$ cat config.mk
export PLATFORM = sky130hd
export DESIGN_NAME = lpht_ram
export DESIGN_NICKNAME = d
export VERILOG_FILES = /design/src/rtl/core/linear_probe_hash_table_defines.svh /design/src/rtl/core/lpht_ram.sv
export SDC_FILE = /design/constraint.sdc
export NUM_CORES = 1
export LEC_CHECK = 0
export ABC_AREA = 1
export BUFFER_PORTS_ARGS = -buffer_cell sky130_fd_sc_hd__buf_2
export CORE_UTILIZATION = 50
export CTS_CLUSTER_SIZE = 30
export DETAILED_ROUTE_END_ITERATION = 8
export PLACE_DENSITY = 0.68
export SYNTH_ARGS = -nofsm -noshare
export SYNTH_HDL_FRONTEND = slang
export SYNTH_SLANG_ARGS = --single-unit
export TNS_END_PERCENT = 30
$ cat constraint.sdc
create_clock -name clk -period 2.05 [get_ports clk]
set_clock_uncertainty 0.1 [all_clocks]
set_input_delay 0.1025 -clock clk [delete_from_list [all_inputs] [get_ports clk]]
set_output_delay 0.1025 -clock clk [all_outputs]
set_load 0.02 [all_outputs]
$ cat src/rtl/core/linear_probe_hash_table_defines.svh
// Assertion macros for the hash table RTL.
// They expect clk and rst_n in the scope where they are used.
`ifndef LINEAR_PROBE_HASH_TABLE_DEFINES_SVH
`define LINEAR_PROBE_HASH_TABLE_DEFINES_SVH

// Same-cycle implication.
`define LPHT_ASSERT_IMP(name, ante, cons) \
  name: assert property (@(posedge clk) disable iff (!rst_n) (ante) |-> (cons)) \
    else $error("lpht: assertion failed");

// Next-cycle implication.
`define LPHT_ASSERT_NXT(name, ante, cons) \
  name: assert property (@(posedge clk) disable iff (!rst_n) (ante) |=> (cons)) \
    else $error("lpht: assertion failed");

`endif

$ cat src/rtl/core/lpht_ram.sv
`default_nettype none

module lpht_ram #(
  parameter int WIDTH = 8,
  parameter int DEPTH = 16
) (
  input  logic                     clk,
  input  logic                     we,
  input  logic [$clog2(DEPTH)-1:0] waddr,
  input  logic [WIDTH-1:0]         wdata,
  input  logic [$clog2(DEPTH)-1:0] raddr,
  output logic [WIDTH-1:0]         rdata
);

  logic [WIDTH-1:0] mem [DEPTH];

  always_ff @(posedge clk) begin
    if (we) begin
      mem[waddr] <= wdata;
    end
    rdata <= mem[raddr];
  end

endmodule

`default_nettype wire

==> results of run 1 <==
==> worst max-delay path, cell delays in order <==
cell and delay (ns):
sky130_fd_sc_hd__buf_2 0.12, sky130_fd_sc_hd__nand3b_1 0.25, sky130_fd_sc_hd__nor2_1 0.67
==> placed cells by master (no fill, tap or decap), drive strengths merged <==
cell type and instances:
nor2 17, nand3b 2, nand2 173, edfxtp 128, inv 102, buf 37, dfxtp 8, clkbuf 18
clkinvlp 4, clkinv 5, nand3 97, bufinv 5, dlygate4sd3 1
==> worst max-delay path by stage <==
stage          startpoint                    to  slack (ns)  cells past startpoint
2_1_floorplan    waddr[2]  mem[10][0]$_DFFE_PP_        0.90                      2
5_1_grt          waddr[2]  mem[11][5]$_DFFE_PP_        0.75                      3
4_1_cts          waddr[2]  mem[11][2]$_DFFE_PP_        0.83                      3
6_report         waddr[2]  mem[11][2]$_DFFE_PP_        0.84                      3
3_3_place_gp     waddr[2]  mem[11][4]$_DFFE_PP_        0.41                      3
3_5_place_dp     waddr[2]  mem[11][4]$_DFFE_PP_        0.39                      3
==> flip-flops by register name, indices dropped and copies added, names as in the netlist <==
| name | cells |
|---|---|
| mem | 128 |
| rdata | 8 |
==> timing repair <==
action / CTS / global route
hold endpoints to repair: 8 / 0
hold buffers: 1 / 0
endpoints found under the setup margin: 0 / 0
==> through the flow <==
stage	hold WS, ns	instance area [um^2]	setup slack [ns]	util (%)
final	0.0003296	6648	0.8365	60.27
after floorplan	0.1014	5767	0.8967	-
after global routing	0.006699	6648	0.7468	60.27
after CTS	0.006195	6648	0.8286	60.27
after global placement	0.3816	6003	0.4142	54.42
after detailed placement	0.3758	6003	0.3946	54.42
==> kinds of logic after synthesis <==
logic type	count (synthesis)
flip-flops	136
buffers and inverters	126
AND/OR/NAND/NOR	289
==> report_power, final <==
group	switching [mW]	internal, mW	total (mW)
Clock	1.11	2.14	3.25
Combinational	0.281	0.107	0.389
Sequential	0.0247	3.11	3.13
==> area by class of cell <==
| type | count | area share, % |
|---|---|---|
| clock buffers | 18 | 6.456 |
| clock inverters | 14 | 3.087 |
| inverters | 102 | 5.759 |
| multi-input cells | 289 | 18.26 |
| flip-flops and latches | 136 | 60.23 |
| well taps | 140 | 2.635 |
| repair buffers | 38 | 3.576 |
==> layer usage <==
layer	GRT usage, %	share of wire (%)
met2	36.88	48
met5	0	0
met1	31.95	42
met4	11.24	2.5
met3	6.698	7.6
==> qor.tcl, run 1 <==
set qor(port-buffer-count) 25
set qor(cts.sink_count) 136
set qor(yosysTopAreaCellShare_pct) 66.65
set qor(flow.area_growth_from_synthesis_pct) 15.27
set qor(cts-resized-gates) 0
set qor(fin_cells) 737
set qor(cap_viol_max_count) 0
set qor(synth_ff_type) {sky130_fd_sc_hd__edfxtp_1}
set qor(rows) 38
set qor(endpoint_kind) {flop}
set qor(postSynthRegisterBits) 136
set qor(cts_tree) {yes}
set qor(via_total_after_detailed_routing) 3861
set qor(min_path_cells) 1
set qor(max_freq_ghz) 0.8240
set qor(result_of_the_run) {completed}
set qor(critPathRequiredTime_ns) 1.99
set qor(cp-start-kind) {input port}
set qor(cts_setup_buffers) 0
set qor(irDropWorstVdd_mv) 0.6882
set qor(routed_wl_um) 12760
set qor(grt_setup_unrepaired) {false}
set qor(final_nets) 602
set qor(synthSimpleGateAreaFrac_pct) 21.05
set qor(post_synth_xor_area_fraction_pct) 0
set qor(synth_sequential_area_ratio_pct) 69.43
set qor(routedWlPerCell_um) 17.32
set qor(timing.hold.worst.class) {in2reg}
set qor(antenna_cells_inserted) 0
set qor(drive_gt1_share_pct) 11.22
set qor(yosysWarningCount) 0
set qor(mappedNetlistNets) 569
set qor(r2r-start) {mem[0][7]$_DFFE_PP_}
set qor(vias_in_the_first_global_route) 3783
set qor(combinational_family_with_the_most_area_after_synthesis) {simple AND/OR/NAND/NOR gates}
set qor(whs_endpoint) {mem[2][2]$_DFFE_PP_}
set qor(ff_latch_area_mm2) 0.004004
set qor(grt_usage_pct) 24.06
set qor(tightestPinTransition_ns) 0.8126
set qor(globalRouteOverflowTotal) 0
set qor(timing_worst_setup_path_type) {in2reg}
set qor(finalWorstPathRequiredPeriod_ns) 1.214
set qor(p_leak_nw) 2.881
set qor(total_setup_violations_reported_at_the_end_of_the_flow) 0
set qor(dpl.cell_count) 704
set qor(die_w_um) 109.4
set qor(regToRegEndpoint) {rdata[7]$_DFF_P_}
set qor(fillers) 911
set qor(hpwl_um) 7768
set qor(cts-root-buf) {sky130_fd_sc_hd__clkbuf_16}
set qor(gp_congestion) 0.8443
set qor(multi_input_comb_area_mm2) 0.001214
set qor(path_max_fanout) 8
set qor(async_set_reset_flop_share_out_of_synthesis_pct) 0
set qor(post-route-drc-count) 0
set qor(cts_inserted_buffers) 17
set qor(relSlewSlack_pct) 45.62
set qor(post-synth-top-count-cell) {sky130_fd_sc_hd__nand2_1}
set qor(mappedNetlistArea_mm2) 0.005767
set qor(fp.coreArea_mm2) 0.01103
set qor(grt_start_max_net_pins) 65
set qor(synth_top_area_cell) {sky130_fd_sc_hd__edfxtp_1}
set qor(p_total_mw) 6.774
set qor(tns_ns) 0
set qor(synth_enable_flop_cells) 128
set qor(netlist_top_cells_count) {sky130_fd_sc_hd__nand2_1 (173), sky130_fd_sc_hd__edfxtp_1 (128), sky130_fd_sc_hd__inv_1 (100)}
set qor(netlist_top_cells_area) {sky130_fd_sc_hd__edfxtp_1 (67%), sky130_fd_sc_hd__nand2_1 (11%), sky130_fd_sc_hd__nand3_1 (8.4%)}
set qor(floorplan.initialDensity_pct) 52.28
set qor(die_h_um) 109.4
set qor(drt_first_iter_violations) 326
set qor(clk-insertion-delay-late_ns) 0.42
set qor(antenna_left) 0
set qor(synth_compound_area_share_pct) 0
set qor(finalHoldViolCount) 0
set qor(dieArea_mm2) 0.01197
set qor(synth_cell_type_count) 12
set qor(detail_route.vias_per_cell) 5.239
set qor(ctsLongestPathBuffers) 2
set qor(dr.pass1.iters) 5
set qor(cts_max_level) 4
set qor(top_level_ports) 26
set qor(powerDensity_mw_per_mm2) 1019
set qor(clk_transition_reported_paths_ns) 0.06
set qor(hold_path_startpoint) {wdata[2]}
set qor(synth-adder-area-share_pct) 0
set qor(period_share_pct) 59.20
set qor(synthesis.instances) 551
set qor(post_synth_mux_area_share_pct) 0
set qor(timing.reg2reg.setup_slack_ns) 0.85
set qor(worst_ep_arrival_time_ns) 1.15
set qor(r2r.worst_path.cells) 6
set qor(wire_length_of_the_first_global_routing_pass_um) 20080
set qor(antenna_violations_before_repair) 0
set qor(post_synth.cell_area_avg_um2) 10.47
set qor(slew_viol_final) 0
Note: power is estimated with default switching activity, not from simulation.
==> inputs of run 2 (changes only) <==
--- a/config.mk
+++ b/config.mk
@@ -5,12 +5,12 @@
 export SDC_FILE = /design/constraint.sdc
 export NUM_CORES = 1
 export LEC_CHECK = 0
-export ABC_AREA = 1
+export ABC_AREA = 0
 export BUFFER_PORTS_ARGS = -buffer_cell sky130_fd_sc_hd__buf_2
 export CORE_UTILIZATION = 50
 export CTS_CLUSTER_SIZE = 30
 export DETAILED_ROUTE_END_ITERATION = 8
-export PLACE_DENSITY = 0.68
+export PLACE_DENSITY = 0.71
 export SYNTH_ARGS = -nofsm -noshare
 export SYNTH_HDL_FRONTEND = slang
 export SYNTH_SLANG_ARGS = --single-unit
==> constraint.sdc (replaced) <==
create_clock -name clk -period 1.1 [get_ports clk]
set_clock_uncertainty 0.1 [all_clocks]
set_input_delay 0.055 -clock clk [delete_from_list [all_inputs] [get_ports clk]]
set_output_delay 0.055 -clock clk [all_outputs]
set_load 0.02 [all_outputs]
==> qor.tcl, run 2 <==
set qor(crit_path_cells) {mux4_2 -> a22oi_2 -> nand2_1}
set qor(synth-adder-area-share_pct) 0 ;# unchanged
set qor(timing.reg2reg.setup_slack_ns) -0.35 ;# -1.20 ns
set qor(cts_max_level) 4 ;# unchanged
set qor(floorplan.initialDensity_pct) 52.18 ;# -0.098 points
set qor(critPathRequiredTime_ns) 1.39 ;# -0.60 ns
set qor(setup_ws_ns) -0.3544 ;# -1.191 ns
set qor(finalHoldViolCount) 0 ;# unchanged
set qor(total_setup_violations_reported_at_the_end_of_the_flow) 14 ;# +14
set qor(fp.coreArea_mm2) 0.009864 ;# -11%
set qor(synthesis.instances) 229 ;# -58%
set qor(tightestPinTransition_ns) 0.9304 ;# +0.1177 ns
set qor(antenna_left) 0 ;# unchanged
set qor(largest_registers) {mem (128), rdata (8)}
set qor(multi_input_comb_area_mm2) 0.001120 ;# -7.7%
set qor(synth_enable_flop_cells) 128 ;# unchanged
set qor(relSlewSlack_pct) 37.75 ;# -7.9 points
set qor(synth_cell_type_count) 19 ;# +7
set qor(grt_setup_unrepaired) {true}
set qor(cap_viol_max_count) 0 ;# unchanged
set qor(synth_ff_type) {sky130_fd_sc_hd__edfxtp_1}
set qor(period_share_pct) 132.2
set qor(cts.sink_count) 136 ;# unchanged
set qor(path_max_fanout) 1 ;# -7
set qor(die_h_um) 103.5 ;# -5.4%
set qor(slew_viol_final) 0 ;# unchanged
set qor(antenna_cells_inserted) 0 ;# unchanged
set qor(result_of_the_run) {complete, but fails checks}
set qor(netlist_top_cells_count) {sky130_fd_sc_hd__edfxtp_1 (128), sky130_fd_sc_hd__mux4_2 (18), sky130_fd_sc_hd__a22oi_1 (16)}
set qor(worst_ep_arrival_time_ns) 1.75 ;# +0.60 ns
set qor(synth_top_area_cell) {sky130_fd_sc_hd__edfxtp_1}
set qor(grt_start_max_net_pins) 17 ;# -74%
set qor(postSynthRegisterBits) 136 ;# unchanged
set qor(p_leak_nw) 2.197 ;# -24%
set qor(hpwl_um) 6237 ;# -20%
set qor(ctsLongestPathBuffers) 2 ;# unchanged
set qor(drive_gt1_share_pct) 44.90 ;# +34 points
set qor(drt_first_iter_violations) 216 ;# -34%
set qor(cp-start-kind) {flop}
set qor(flow.area_growth_from_synthesis_pct) 26.98
set qor(antenna_violations_before_repair) 0 ;# unchanged
set qor(via_total_after_detailed_routing) 2486 ;# -36%
set qor(combinational_family_with_the_most_area_after_synthesis) {multiplexers}
set qor(mappedNetlistNets) 247 ;# -57%
set qor(max_freq_ghz) 0.6876
set qor(critPathSlowestCell) {sky130_fd_sc_hd__mux4_2}
set qor(p_total_mw) 12.37 ;# +83%
set qor(routed_wl_um) 9943 ;# -22%
set qor(endpoint_kind) {flop}
set qor(synth_sequential_area_ratio_pct) 77.78 ;# +8.4 points
set qor(cts-root-buf) {sky130_fd_sc_hd__clkbuf_8}
set qor(top_level_ports) 26 ;# unchanged
set qor(finalWorstPathRequiredPeriod_ns) 1.454
set qor(dpl.cell_count) 405 ;# -42%
set qor(routedWlPerCell_um) 22.24 ;# +28%
set qor(detail_route.vias_per_cell) 5.562 ;# +6.2%
set qor(vias_in_the_first_global_route) 2575 ;# -32%
set qor(clk_transition_reported_paths_ns) 0.06 ;# about the same
set qor(yosysTopAreaCellShare_pct) 74.67 ;# +8.0 points
set qor(synthSimpleGateAreaFrac_pct) 3.184 ;# -18 points
set qor(post_synth_mux_area_share_pct) 15.02 ;# +15 points
set qor(timing_worst_setup_path_type) {reg2reg}
set qor(clk-insertion-delay-late_ns) 0.51 ;# +0.09 ns
set qor(powerDensity_mw_per_mm2) 1893 ;# +86%
set qor(mappedNetlistArea_mm2) 0.005147 ;# -11%
set qor(grt_usage_pct) 21.33 ;# -2.7 points
set qor(post_synth_xor_area_fraction_pct) 0 ;# unchanged
set qor(ff_latch_area_mm2) 0.004013 ;# +0.22%
set qor(rows) 36 ;# -5.3%
set qor(async_set_reset_flop_share_out_of_synthesis_pct) 0 ;# unchanged
set qor(post_synth.cell_area_avg_um2) 22.48 ;# +110%
set qor(globalRouteOverflowTotal) 0 ;# unchanged
set qor(dieArea_mm2) 0.01071 ;# -11%
set qor(port-buffer-count) 25 ;# unchanged
set qor(dr.pass1.iters) 4 ;# -1
set qor(timing.hold.worst.class) {in2reg}
set qor(wire_length_of_the_first_global_routing_pass_um) 15190 ;# -24%
set qor(gp_congestion) 0.7269 ;# -14%
set qor(post-route-drc-count) 0 ;# unchanged
set qor(layout.cells.most_common) {sky130_fd_sc_hd__edfxtp_1}
set qor(largest_register_ffs) 128 ;# unchanged
set qor(die_w_um) 103.5 ;# -5.4%
set qor(detailedPlace.worstSlack_ns) -0.5311 ;# -0.9257 ns
set qor(cts_inserted_buffers) 17 ;# unchanged
set qor(cts_tree) {yes}
set qor(fillers) 599 ;# -34%
set qor(post-synth-top-count-cell) {sky130_fd_sc_hd__edfxtp_1}
set qor(netlist_top_cells_area) {sky130_fd_sc_hd__edfxtp_1 (75%), sky130_fd_sc_hd__mux4_2 (7.9%), sky130_fd_sc_hd__mux4_1 (7.1%)}
set qor(synth_compound_area_share_pct) 2.333 ;# +2.3 points
set qor(most-common-layout-cells) {sky130_fd_sc_hd__edfxtp_1 (128), sky130_fd_sc_hd__mux4_2 (30), sky130_fd_sc_hd__buf_2 (17), sky130_fd_sc_hd__buf_4 (17), sky130_fd_sc_hd__clkbuf_16 (16)}
set qor(fin_cells) 447 ;# -39%
set qor(irDropWorstVdd_mv) 1.065 ;# +55%
set qor(final_nets) 319 ;# -47%
set qor(largest_register) {mem}
set qor(fin_hold_ws_ns) 0.05245 ;# +0.05212 ns
set qor(violated_checks) {negative setup slack}
set qor(worst_path_largest_cell_delay_ns) 0.54 ;# -0.13 ns
set qor(yosysWarningCount) 0 ;# unchanged
[run 2: final cells by class]
type	count	share of cell area, %
Clock buffer	17	6.336
Multi-Input combinational cell	83	17.13
Tap cell	133	2.546
Timing Repair Buffer	63	9.533
Sequential cell	136	61.39
Clock inverter	15	3.063
[run 2: where the power goes]
part / switching [mW] / internal [mW]
clock network: 2.09 / 3.69
logic: 0.380 / 0.366
registers: 0.0490 / 5.80
[run 2: critical path, delay by kind of cell, from the launching register on]
family,cells,cell delay [ns]
muxes,1,0.54
DFF,1,0.42
AOI/OAI and AO/OA,1,0.18
and+or+nand+nor,1,0.09
[run 2: what timing repair did]
item	CTS	global route
resized for setup	28	11
hold buffers	10	0
hold endpoints to repair	136	0
cloned	0	0
buffers inserted	0	0
pin swaps	3	6
endpoints found under the setup margin	16	16
[run 2: cells by family (layout without fill, tap and decap cells)]
family,after synthesis,after routing
AO/OA/AOI/OAI,16,16
AND/OR/NAND/NOR,35,35
buffers and inverters,10,95
flip-flops,136,136
multiplexers,32,32
[run 2: metrics by stage]
stage,util [%],cell area (um^2),setup TNS (ns)
final,66.26,6536,-2.120
after global placement,57.88,5709,-22.36
after detailed placement,57.88,5709,-23.84
after global routing,66.26,6536,-2.688
after CTS,65.93,6504,-2.470
after floorplan,-,5167,-7.280
[run 2: layer usage]
layer	vias up	track usage, %	share of wire (%)	wire [um]
met5	-	0	0	0
met4	0	7.801	1.1	109
met3	10	4.973	5.1	509
met2	89	34.44	52	5206
met1	1278	28.69	41	4117
li1	1109	-	-	-
[run 2: final timing paths]
kind / cells after the start / from / to
hold / removal: 4 / waddr[3] / mem[0][1]$_DFFE_PP_
setup / recovery: 3 / mem[11][0]$_DFFE_PP_ / rdata[0]$_DFF_P_
hold reg to reg: 3 / mem[7][7]$_DFFE_PP_ / rdata[7]$_DFF_P_
setup reg to reg: 3 / mem[11][0]$_DFFE_PP_ / rdata[0]$_DFF_P_
